[config.mk]
export PLATFORM = sky130hd
export DESIGN_NAME = rsp_blend
export DESIGN_NICKNAME = d
export VERILOG_FILES = /design/src/design/rsp_pkg.sv /design/src/design/rsp_blend.sv
export SDC_FILE = /design/constraint.sdc
export NUM_CORES = 2
export LEC_CHECK = 0
export CORE_MARGIN = 8
export CORE_UTILIZATION = 53
export DETAILED_ROUTE_END_ITERATION = 10
export DONT_BUFFER_PORTS = 1
export GPL_ROUTABILITY_DRIVEN = 0
export PLACE_DENSITY = 0.73
export SYNTH_ARGS = -nofsm -noshare
export SYNTH_HDL_FRONTEND = slang
export SYNTH_SLANG_ARGS = --single-unit
[constraint.sdc]
create_clock -name aclk -period 9.9 [get_ports aclk]
set_input_delay 0 -clock aclk [delete_from_list [all_inputs] [get_ports aclk]]
set_output_delay 0 -clock aclk [all_outputs]
set_load 0.01 [all_outputs]
[src/design/rsp_pkg.sv]
// Shared types, constants and coefficient functions for the radial spotlight pixel generator.
package rsp_pkg;

    // Largest texture edge the datapath supports by default
    localparam int RSP_MAX_SIZE = 256;

    // Register reset values
    localparam logic [31:0] CENTER_RST     = 32'hFFFF00FF;
    localparam logic [31:0] BACKGROUND_RST = 32'h000000FF;
    localparam logic [8:0]  SIZE_RST       = 9'd64;
    localparam logic [11:0] POWER_RST      = 12'd768;

    // Register indexes on the configuration port
    typedef enum logic [1:0] {
        REG_CENTER     = 2'd0,
        REG_BACKGROUND = 2'd1,
        REG_SIZE       = 2'd2,
        REG_POWER      = 2'd3
    } rsp_reg_t;

    // Base special cases carried alongside the logarithm
    typedef struct packed {
        logic full;   // base is exactly 1.0
        logic zero;   // base clamped to 0
    } rsp_flag_t;

    // Integer square root of a 64-bit value, bit-pair method
    function automatic logic [31:0] rsp_isqrt64(input logic [63:0] v);
        logic [63:0] res;
        logic [63:0] rem;
        logic [63:0] bitv;
        res  = '0;
        rem  = v;
        bitv = 64'h4000_0000_0000_0000;
        for (int j = 0; j < 32; j++) begin
            if (rem >= res + bitv) begin
                rem = rem - (res + bitv);
                res = (res >> 1) + bitv;
            end else begin
                res = res >> 1;
            end
            bitv = bitv >> 2;
        end
        return res[31:0];
    endfunction

    // Q0.32 value of 2^(-2^-idx), by repeated square roots from one half
    function automatic logic [31:0] rsp_exp_coef(input int idx);
        logic [63:0] c;
        c = 64'h0000_0000_8000_0000;
        for (int i = 1; i <= 16; i++) begin
            if (i <= idx) begin
                c = {32'b0, rsp_isqrt64({c[31:0], 32'b0})};
            end
        end
        return c[31:0];
    endfunction

endpackage

[src/design/rsp_blend.sv]
// Blend stage: mix center and background bytes by the weight.
module rsp_blend
    import rsp_pkg::*;
(
    input  logic        aclk,
    input  logic        aresetn,
    input  logic        en,
    input  logic [31:0] center,
    input  logic [31:0] background,
    input  logic        in_valid,
    input  logic [16:0] weight,
    output logic        out_valid,
    output logic [7:0]  chan [0:3]
);

    logic        pr_v_reg;
    logic [24:0] cp_reg [0:3];
    logic [24:0] bp_reg [0:3];
    logic        ch_v_reg;
    logic [7:0]  ch_reg [0:3];
    logic [16:0] w_inv;

    assign w_inv = 17'h10000 - weight;

    always_ff @(posedge aclk) begin
        if (!aresetn) begin
            pr_v_reg <= 1'b0;
            ch_v_reg <= 1'b0;
        end else if (en) begin
            pr_v_reg <= in_valid;
            ch_v_reg <= pr_v_reg;
        end
    end

    // Products per channel, red in the top byte, then sum and truncate
    always_ff @(posedge aclk) begin
        if (en) begin
            for (int c = 0; c < 4; c++) begin
                logic [25:0] sum;
                cp_reg[c] <= center[31 - 8*c -: 8] * weight;
                bp_reg[c] <= background[31 - 8*c -: 8] * w_inv;
                sum = {1'b0, cp_reg[c]} + {1'b0, bp_reg[c]};
                ch_reg[c] <= sum[23:16];
            end
        end
    end

    assign out_valid = ch_v_reg;
    assign chan      = ch_reg;

endmodule

==> impl_metrics.ini <==
[detailed_routing]
wl_met1_um = 41600
wire_per_inst_um = 18.8
viasPerCell = 5.57
drc_errors = 0
routed_wl_um = 103000
drt-pass1-iter-count = 5
via_count = 30400
ant_nets = 0
drt_iter0_drc = 1784
maxUsedRoutingLayer = met5
dr_wl_met2_um = 50800
wl_met3_um = 6770

[yosys]
synthFlopType = edfxtp_1
syn_inst = 4455
yosysUniqueCellTypes = 77
yosysTopAreaCell = fa_1
ys_warn_count = 0
synth_area_sq_um = 42800
synth-seq-area-share_pct = 15.8
synth_top_area_share_pct = 33.3
ys_ff_latch = 226
synthesis.nets = 5685
syn_avg_cell_area_sq_um = 9.60
synth_area_leaders = fa_1, edfxtp_1, ha_1
synth-edff-count = 224
async_flop_share_pct = 0

[cells_and_area]
layout_common_cells = inv_1, fa_1, and2_1, nand2_1, ha_1
regArea_sq_um = 6770
syn2layout_area_growth_pct = 5.72
multi_input_area_sq_um = 32600
stdcell_area_sq_um = 45200
final_cell_count_no_fill = 5462
nFillCells = 6927
layout_commonest_cell = inv_1
layout-drive-gt1-share_pct = 2.66
fin_nets = 5604

[timing]
fin_tns_setup_ps = 0
report.final.slew_viol_count = 0
fin_crit_sh_pct = 60.0
fin_hold_ws_ps = 12.1
finalSetupViolations = 0
rsz0062_at_grt = no
skew_ps = 11.1
fmax_ghz = 0.168
final_hold_viol_count = 0
fin_crit_ps = 5940
tightest_slew_ps = 1410
slew_headroom_pct = 5.88

[power]
max-vdd-ir-drop_v = 0.000138
p_seq_share_pct = 18.6
p_int_uw = 6510
p_comb_share_pct = 72.2
switching_share_pct = 45.6
p_leak_uw = 0.0212
p_sw_uw = 5470
pwr-share-clk_pct = 9.2
powerDensity_nw_per_um2 = 265
p_total_uw = 12000

[placement]
placed_area_sq_um = 43600
io_buffers = 0
place_hpwl_um = 73800
dp_cells = 5337

[clock_network]
cts_resized = 0
clk_pin_slew_worst_paths_ps = 60
clock_path_buffers = 3
numCtsBuffers = 30
clock_latency_ps = 590
cts_tree = yes
cts_root_buf = clkbuf_16
htree_num_levels = 1
postCtsSetupBuffers = 0
clock_sinks = 226
cts_hold_buf = 65

[floorplan]
die_h_um = 300
core_sq_um = 80300
die_x_um = 300
die-area_sq_um = 90100
row_count = 104
start_util_pct = 53.3
boundaryPins = 118

[worst_setup_path]
cp_slowest_stage_delay_ps = 680
worst-setup-path-type = input port to flop
cp_cell_sequence = inv_1, nand3_2, or3_1, nor3_4, nand2_2, xor2_2, buf_4, and2_1, fa_1, fa_1, fa_1, inv_1, fa_1, inv_1, ha_1, and3_1, a221o_1, a21oi_1, inv_1, a31oi_1, o21ai_0, xnor2_1
worst_setup_path_start_kind = input port
critPathCaptureType = flop
cp.arrival_ps = 6270
r2r_setup_slack_ps = 6870
path_max_fanout = 66
critPathSlowestCell = or3_1
cp.required_ps = 10230

[grt]
antenna_found_initial = 7
grt_overflow = 0
grt_max_degree = 225
first_global_vias = 32300
grt_usage_pct = 23.2
grt_pass1_wl_um = 169000

[min_path]
min_path_type = input port to flop

[status]
status = finished, final reports clean

[run]
cap_violations = 0
==> power groups by stage <==
stage / combinational (uW) / clock, uW / sequential [uW]
after floorplan: 6840 / 0 / 2150
after global placement: 8390 / 0 / 2250
after detailed placement: 8560 / 0 / 2250
after CTS: 8710 / 1120 / 2240
after global routing: 9880 / 1160 / 2270
final: 8650 / 1100 / 2230
==> critical path: cells and delay by family <==
family,cells,cell delay (ps)
adders and majority gates,5,2230
and+or+nand+nor,6,1630
AOI/OAI and AO/OA,4,920
xor gates and xnor gates,2,820
buffers and inverters,5,610
==> area by class of cell <==
cell class,instances,share of cell area [%]
multi-input cells,3307,72.1
diodes,5,0.0277
repair buffers,83,1.78
inverters,726,6.02
clock inverters,21,0.429
clock buffers,34,1.74
flip-flops and latches,226,15.0
well taps,1060,2.93
==> layer usage <==
layer  GRT usage (%)  vias up
met5               0        -
met4            7.58        2
met3            3.36      173
met2            40.6      846
met1            29.4    15500
li1                -    13900
==> cells in the mapped netlist, types with 6 or more instances <==
library cell,count
inv_1,725
fa_1,712
and2_1,669
nand2_1,455
ha_1,433
edfxtp_1,224
clkbuf_1,183
a21oi_1,148
xnor2_1,146
o21ai_0,94
nor2_1,86
a21o_1,62
xor2_1,56
and3_1,47
o21a_1,38
nor3_1,32
nand3_1,29
nor2b_1,27
a31oi_1,24
and2_4,22
nand2b_1,22
o21bai_1,21
a211oi_1,16
nand4_1,13
o211ai_1,11
o31a_1,10
a221oi_1,9
nor4_1,8
o31ai_1,8
or3_1,8
a211o_1,7
a21boi_0,7
buf_1,6
or4_1,6
==> worst paths after layout <==
check,end,from,cells after the start
setup / recovery,bp_reg[2][23],weight[0],22
hold / removal,bp_reg[0][2],background[25],4
setup reg to reg,chan[23],cp_reg[1][5],9
hold reg to reg,chan[12],cp_reg[2][20],2
==> metrics by stage <==
step | util [%] | setup slack (ps)
6_report | 56.3 | 3960
5_1_grt | 56.3 | 3690
4_1_cts | 56.3 | 4080
3_5_place_dp | 54.3 | 3460
3_3_place_gp | 54.3 | 3550
2_1_floorplan | - | 4280
==> kinds of logic (layout without fill, tap and decap cells) <==
kind of cell | Yosys count | after routing | share of synthesized area [%]
AO/OA/AOI/OAI | 512 | 512 | 7.72
adder cells (fa/ha/maj) | 1145 | 1145 | 46.0
XOR/XNOR | 203 | 203 | 4.17
buffers and inverters | 922 | 864 | 8.19
flip-flops | 226 | 226 | 15.8
AND/OR/NAND/NOR | 1443 | 1443 | 18.0
other | 0 | 5 | 0
multiplexers | 4 | 4 | 0.0936
No activity file was read; power rests on OpenSTA's default activity.
