--- src/design/rsp_pkg.sv ---
// Shared types, constants and coefficient functions for the radial spotlight pixel generator.
package rsp_pkg;

    // Largest texture edge the datapath supports by default
    localparam int RSP_MAX_SIZE = 256;

    // Register reset values
    localparam logic [31:0] CENTER_RST     = 32'hFFFF00FF;
    localparam logic [31:0] BACKGROUND_RST = 32'h000000FF;
    localparam logic [8:0]  SIZE_RST       = 9'd64;
    localparam logic [11:0] POWER_RST      = 12'd768;

    // Register indexes on the configuration port
    typedef enum logic [1:0] {
        REG_CENTER     = 2'd0,
        REG_BACKGROUND = 2'd1,
        REG_SIZE       = 2'd2,
        REG_POWER      = 2'd3
    } rsp_reg_t;

    // Base special cases carried alongside the logarithm
    typedef struct packed {
        logic full;   // base is exactly 1.0
        logic zero;   // base clamped to 0
    } rsp_flag_t;

    // Integer square root of a 64-bit value, bit-pair method
    function automatic logic [31:0] rsp_isqrt64(input logic [63:0] v);
        logic [63:0] res;
        logic [63:0] rem;
        logic [63:0] bitv;
        res  = '0;
        rem  = v;
        bitv = 64'h4000_0000_0000_0000;
        for (int j = 0; j < 32; j++) begin
            if (rem >= res + bitv) begin
                rem = rem - (res + bitv);
                res = (res >> 1) + bitv;
            end else begin
                res = res >> 1;
            end
            bitv = bitv >> 2;
        end
        return res[31:0];
    endfunction

    // Q0.32 value of 2^(-2^-idx), by repeated square roots from one half
    function automatic logic [31:0] rsp_exp_coef(input int idx);
        logic [63:0] c;
        c = 64'h0000_0000_8000_0000;
        for (int i = 1; i <= 16; i++) begin
            if (i <= idx) begin
                c = {32'b0, rsp_isqrt64({c[31:0], 32'b0})};
            end
        end
        return c[31:0];
    endfunction

endpackage

--- src/design/rsp_dist.sv ---
// Distance stage: centered coordinates, pipelined square root and divide, clamped base.
module rsp_dist
    import rsp_pkg::*;
(
    input  logic        aclk,
    input  logic        aresetn,
    input  logic        en,
    input  logic [8:0]  n,
    input  logic        in_valid,
    input  logic [7:0]  row,
    input  logic [7:0]  column,
    output logic        out_valid,
    output logic [16:0] base
);

    localparam int SQ_STEPS = 26;
    localparam int DV_STEPS = 16;

    logic              in_v_reg;
    logic [7:0]        row_reg;
    logic [7:0]        col_reg;
    logic              ab_v_reg;
    logic signed [10:0] a_reg;
    logic signed [10:0] b_reg;
    logic signed [10:0] a_next;
    logic signed [10:0] b_next;
    logic signed [21:0] s_wide;
    logic [8:0]        nm1;

    logic        sq_v_reg    [0:SQ_STEPS];
    logic [25:0] sq_root_reg [0:SQ_STEPS];
    logic [27:0] sq_rem_reg  [0:SQ_STEPS-1];
    logic [19:0] sq_s_reg    [0:SQ_STEPS-1];
    logic [25:0] sq_root_next [0:SQ_STEPS-1];
    logic [27:0] sq_rem_next  [0:SQ_STEPS-1];
    logic [19:0] sq_s_next    [0:SQ_STEPS-1];

    logic        dv_v_reg    [0:DV_STEPS];
    logic        dv_over_reg [0:DV_STEPS];
    logic [15:0] dv_q_reg    [0:DV_STEPS];
    logic [25:0] dv_rem_reg  [0:DV_STEPS-1];
    logic [15:0] dv_q_next   [0:DV_STEPS-1];
    logic [25:0] dv_rem_next [0:DV_STEPS-1];

    logic        base_v_reg;
    logic [16:0] base_reg;

    // Center and scale the coordinates by two so they stay integer
    assign nm1    = n - 9'd1;
    assign a_next = $signed({2'b00, col_reg, 1'b0}) - $signed({2'b00, nm1});
    assign b_next = $signed({2'b00, row_reg, 1'b0}) - $signed({2'b00, nm1});
    assign s_wide = a_reg * a_reg + b_reg * b_reg;

    // Hold the request, then the centered coordinates
    always_ff @(posedge aclk) begin
        if (!aresetn) begin
            in_v_reg <= 1'b0;
            ab_v_reg <= 1'b0;
        end else if (en) begin
            in_v_reg <= in_valid;
            ab_v_reg <= in_v_reg;
        end
    end

    always_ff @(posedge aclk) begin
        if (en) begin
            row_reg <= row;
            col_reg <= column;
            a_reg   <= a_next;
            b_reg   <= b_next;
        end
    end

    // One root bit per stage; the low 32 bits of the radicand are zero
    always_comb begin
        for (int j = 0; j < SQ_STEPS; j++) begin
            logic [29:0] rem_sh;
            logic [29:0] trial;
            logic        ge;
            rem_sh = {sq_rem_reg[j], sq_s_reg[j][19:18]};
            trial  = {2'b00, sq_root_reg[j], 2'b01};
            ge     = rem_sh >= trial;
            sq_rem_next[j]  = ge ? 28'(rem_sh - trial) : rem_sh[27:0];
            sq_root_next[j] = {sq_root_reg[j][24:0], ge};
            sq_s_next[j]    = {sq_s_reg[j][17:0], 2'b00};
        end
    end

    always_ff @(posedge aclk) begin
        if (!aresetn) begin
            for (int j = 0; j <= SQ_STEPS; j++) sq_v_reg[j] <= 1'b0;
        end else if (en) begin
            sq_v_reg[0] <= ab_v_reg;
            for (int j = 0; j < SQ_STEPS; j++) sq_v_reg[j+1] <= sq_v_reg[j];
        end
    end

    always_ff @(posedge aclk) begin
        if (en) begin
            sq_s_reg[0]    <= s_wide[19:0];
            sq_rem_reg[0]  <= '0;
            sq_root_reg[0] <= '0;
            for (int j = 0; j < SQ_STEPS; j++) sq_root_reg[j+1] <= sq_root_next[j];
            for (int j = 0; j < SQ_STEPS - 1; j++) begin
                sq_rem_reg[j+1] <= sq_rem_next[j];
                sq_s_reg[j+1]   <= sq_s_next[j];
            end
        end
    end

    // Restoring divide by the edge length, one quotient bit per stage
    always_comb begin
        for (int j = 0; j < DV_STEPS; j++) begin
            logic [25:0] dsh;
            logic        ge;
            dsh = 26'(n) << (DV_STEPS - 1 - j);
            ge  = dv_rem_reg[j] >= dsh;
            dv_rem_next[j] = ge ? dv_rem_reg[j] - dsh : dv_rem_reg[j];
            dv_q_next[j]   = {dv_q_reg[j][14:0], ge};
        end
    end

    always_ff @(posedge aclk) begin
        if (!aresetn) begin
            for (int j = 0; j <= DV_STEPS; j++) dv_v_reg[j] <= 1'b0;
            base_v_reg <= 1'b0;
        end else if (en) begin
            dv_v_reg[0] <= sq_v_reg[SQ_STEPS];
            for (int j = 0; j < DV_STEPS; j++) dv_v_reg[j+1] <= dv_v_reg[j];
            base_v_reg <= dv_v_reg[DV_STEPS];
        end
    end

    always_ff @(posedge aclk) begin
        if (en) begin
            // Quotient of 2^16 or more means the pixel is on or past the rim
            dv_over_reg[0] <= sq_root_reg[SQ_STEPS] >= {1'b0, n, 16'b0};
            dv_rem_reg[0]  <= sq_root_reg[SQ_STEPS];
            dv_q_reg[0]    <= '0;
            for (int j = 0; j < DV_STEPS; j++) begin
                dv_over_reg[j+1] <= dv_over_reg[j];
                dv_q_reg[j+1]    <= dv_q_next[j];
            end
            for (int j = 0; j < DV_STEPS - 1; j++) dv_rem_reg[j+1] <= dv_rem_next[j];
            base_reg <= dv_over_reg[DV_STEPS] ? 17'd0
                                              : 17'h10000 - {1'b0, dv_q_reg[DV_STEPS]};
        end
    end

    assign out_valid = base_v_reg;
    assign base      = base_reg;

endmodule

--- config.mk ---
export PLATFORM = sky130hd
export DESIGN_NAME = rsp_dist
export DESIGN_NICKNAME = d
export VERILOG_FILES = /design/src/design/rsp_pkg.sv /design/src/design/rsp_dist.sv
export SDC_FILE = /design/constraint.sdc
export NUM_CORES = 2
export LEC_CHECK = 0
export ABC_AREA = 1
export BUFFER_PORTS_ARGS = -buffer_cell sky130_fd_sc_hd__buf_2
export CAP_MARGIN = 20
export CELL_PAD_IN_SITES_DETAIL_PLACEMENT = 1
export CELL_PAD_IN_SITES_GLOBAL_PLACEMENT = 2
export CORE_MARGIN = 3
export CORE_UTILIZATION = 40
export CTS_BUF_LIST = sky130_fd_sc_hd__clkbuf_8
export DETAILED_ROUTE_END_ITERATION = 8
export PLACE_DENSITY_LB_ADDON = 0.1
export RECOVER_POWER = 50
export SKIP_LAST_GASP = 1
export SLEW_MARGIN = 20
export SYNTH_ARGS = -nofsm -noshare
export SYNTH_HDL_FRONTEND = slang
export SYNTH_SLANG_ARGS = --single-unit
--- constraint.sdc ---
create_clock -name aclk -period 13.2 [get_ports aclk]
set_input_delay 2.64 -clock aclk [delete_from_list [all_inputs] [get_ports aclk]]
set_output_delay 2.64 -clock aclk [all_outputs]
set_load 0.005 [all_outputs]
==> results.txt <==
By instance count, the leading cell after synthesis is nand2_1. For flop-to-flop paths, the worst setup slack is 6.28 ns. Yosys attributes the largest share of cell area to edfxtp_1 47%, nand2_1 11%, inv_1 6.6%.

The number of I/O pins came out at 47. The number of hold violations in the final report came out at 0. From bottom edge to top edge, the die measures 534.8 microns. The fraction of power consumed by combinational cells came out at between 50 and 60%.

The mean area per synthesized cell is 8.774 sq um. The half-perimeter wire length of the detailed placement result came out at 262900 microns. Setup repair after global routing left no endpoint under its margin. The startpoint class of the critical path is an input port.

IR analysis of the VDD net gives a maximum drop of 0.9668 mV. In this run the critical register-to-register path is launched from b_reg[9]. The number of cells produced by synthesis came out at 12750. The area of the die is 286000 sq um. The DRC violation total after the first TritonRoute iteration is 4634. The number of antenna violations at the first check in global routing is 9.

The post-synthesis share of cell area spent on and, or, nand and nor gates came out at 22.79%. The post-synthesis mux area share is 0%. TritonCTS built the clock tree.

The net switching component of the power is between 10 and 15 mW. The first-pass GRT wire length is 526500 microns. The floorplan has 193 rows. Of the total power, the share spent switching nets is 45.65%. The remaining antenna violation count came out at 0. The post-detailed-routing wire length came out at approximately 340000 microns. The total power of the final layout came out at 32.02 mW.

Walking the worst path, the cells encountered are clkbuf_1 -> clkbuf_1 -> inv_1 -> nand2_2. The detailed router placed 87290 vias in this run. The worst setup path is of the input port to flip-flop kind.

The fraction of the mapped netlist area in compound gates is roughly 7.8%. The number of clock sinks came out at approximately 1800. The number of input and output port buffers inserted came out at 46. The number of global-route vias before repair came to 92230. The count of buffering cells on the critical path with inverters included is 3. The aggregate negative setup slack is 0 ns. The share of synthesized cell area in full adder, half adder and majority cells came out at 10.62%.

On the critical path the largest part of the delay comes from buffers and inverters. The power density over cell area is roughly 260 nW/um^2. In the final routed layout, each cell accounts on average for 19.79 microns. The largest individual stage delay along the critical path comes from the cell clkbuf_1. At the pin with the least slew margin, the transition time is 6.453 ns. The worst setup path is captured at a flip-flop. The routability-driven placement congestion ratio came out at 0.8785. The fraction of final layout cells sized beyond drive strength 1 came out at approximately 5.1%. The number of synthesized flops with an enable pin came out at 1761.

The total global-route track usage came out at 23.20%. Counting I/O delays and the setup requirement, the final critical path takes 9.209 ns. The per-cell via count in the routed design is around 5. The master cell of the clock root buffer is clkbuf_8. Static timing analysis puts the maximum clock frequency at 108.6 MHz. The data required time at the worst endpoint is 13.80 ns. Global routing finished with a remaining overflow of 0. The worst hold path terminates at sq_s_reg[0][138]. The share of the core filled with cells is 43.98%.

Once the floorplan was initialized, standard cells occupied 40.31% of the core. The max-slew headroom at the worst pin came out at -330.2%. The worst path uses 69.77% of the clock period. The first-pass iteration count of the detailed router is 5. The worst hold path begins at sq_s_reg[0][116].

By area, the combinational part of the netlist is dominated by simple AND/OR/NAND/NOR gates. The H-tree was split into 5 levels. In the synthesized netlist, the cells that appear most often are 3169 x nand2_1, 1972 x inv_1, 1761 x edfxtp_1. The number of buffers created by CTS came out at 323. The synthesized netlist devotes 3.853% of its cell area to XOR and XNOR gates. The layout net count came out at 13860. The signed area change from the synthesized netlist to the final layout came out at 9.087%. The CTS clock-pin slew for the worst setup and hold paths came out at 0.05 ns. The sequential area share after synthesis is 47.35%. The tool flagged a number of max-cap violations equal to 7.

The latest clock arrival within the worst-skew pair came out at 1.02 ns. The quantity of gates resized following cts came out at 0. The number of setup violations in the final report came out at 0. The number of cells on the worst reg-to-reg path is 20. The count of yosys warnings during synthesis is 0. The final reports fail on max-capacitance violations, max-slew violations. The leakage power of the design is 53.19 nW. The share of total power dissipated in sequential elements is 27.2%. The number of flip-flops in the largest register came out at roughly 650. By instance count, the cell type seen most on the critical path is clkbuf_1. In this run, the clock network consumes 16.4% of the power. The die span in x is 534.8 microns. The total internal power came out at 17.40 mW.

The core area came out at 277500 sq um. In the routed design, unresolved DRC markers number 0. In this run the deepest clock path goes through 4 buffers.

The number of hold buffers added after cts came out at 0. The share of the synthesized area in the top cell type came out at 47.28%. Entering global routing, the biggest net connects 177 pins. The most used flip-flop cell after synthesis is edfxtp_1.

The tightest min-delay check is of the flip-flop to flip-flop type. The largest clock skew in the final design came out at around 0.045 ns. The flow ran to the end, but the final reports show violations.

The largest stage delay on the critical path is 4.41 ns. After clock tree synthesis, the setup repair step added 0 buffers. The post-synth design cell area came out at around 110000 sq um. The post-synthesis cell type count is 64.

The count of pins over their slew limit is 265. The endpoint of the worst register-to-register path is sq_s_reg[0][17]. The cell depth of the worst hold path came out at 0. The number of synthesized register bits came out at 1765. Data on the critical path arrives at its endpoint at 9.81 ns.

The share of flip-flops with an asynchronous set or reset is 0%. The largest total area in the synthesized netlist belongs to edfxtp_1. In this run the worst path has a maximum fanout of between 90 and 100.
## logic make-up (layout without fill, tap and decap cells)
| kind of cell | after synthesis | after routing |
|---|---|---|
| compound gates | 1585 | 1585 |
| other cells | 1 | 4 |
| buf+inv | 2129 | 2649 |
| fa+ha+maj | 813 | 813 |
| xor+xnor | 492 | 492 |
| simple gates | 5963 | 5963 |
| flops | 1765 | 1765 |
## worst max-delay path by stage
stage,to,cells after the start,from
3_3_place_gp,sq_s_reg[0][17],20,b_reg[9]
6_report,dv_v_reg[7],4,en
5_1_grt,sq_v_reg[1][0],5,en
3_5_place_dp,sq_s_reg[0][13],21,b_reg[9]
2_1_floorplan,sq_s_reg[0][17],21,a_reg[0]
4_1_cts,sq_s_reg[0][17],20,b_reg[9]
## cell usage in the layout (no fill, tap or decap), drive strengths merged, types with 104 or more instances in the layout
cell,count
xor2,245
clkinv,104
xnor2,247
nand3,789
nor3,175
edfxtp,1761
ha,586
nand2,3204
clkbuf,337
nor2,1246
inv,2094
o21ai,662
fa,227
nand4,294
a21oi,760
## stage by stage
stage / worst slack, ns / instance area (sq um) / hold WS, ns / instances
2_1_floorplan: 7.044 / 111900 / 0.4003 / 12750
5_1_grt: 3.194 / 122000 / 0.4213 / 16980
3_5_place_dp: 6.261 / 116200 / 0.4056 / 16400
6_report: 3.991 / 122000 / 0.4076 / 16980
4_1_cts: 6.207 / 122500 / 0.4181 / 16970
3_3_place_gp: 6.275 / 116100 / 0.4005 / 16400
## layout make-up
class	instances	area [sq um]
Fill cell	32650	155400
Inverter	1994	7492
Clock inverter	245	1819
Clock buffer	327	4501
Multi-Input combinational cell	8855	50030
Sequential cell	1765	52960
Antenna cell	2	5.005
Timing Repair Buffer	83	566.8
Tap cell	3705	4636
## power groups by stage
stage          clock, mW  combinational, mW  sequential (mW)
2_1_floorplan          0               13.4             8.36
3_3_place_gp           0               18.2             8.81
3_5_place_dp           0               18.4             8.80
4_1_cts             5.48               18.5             8.71
5_1_grt             5.71               21.0             8.78
6_report            5.25               18.1             8.70
## layer usage
metal,track usage [%],vias to the layer above,wire (microns)
met3,2.090,453,9696
li1,-,42980,-
met5,0,-,13
met2,39.25,1229,159000
met1,31.97,42630,158900
met4,6.030,2,8372
Note: power is estimated with default switching activity, not from simulation.
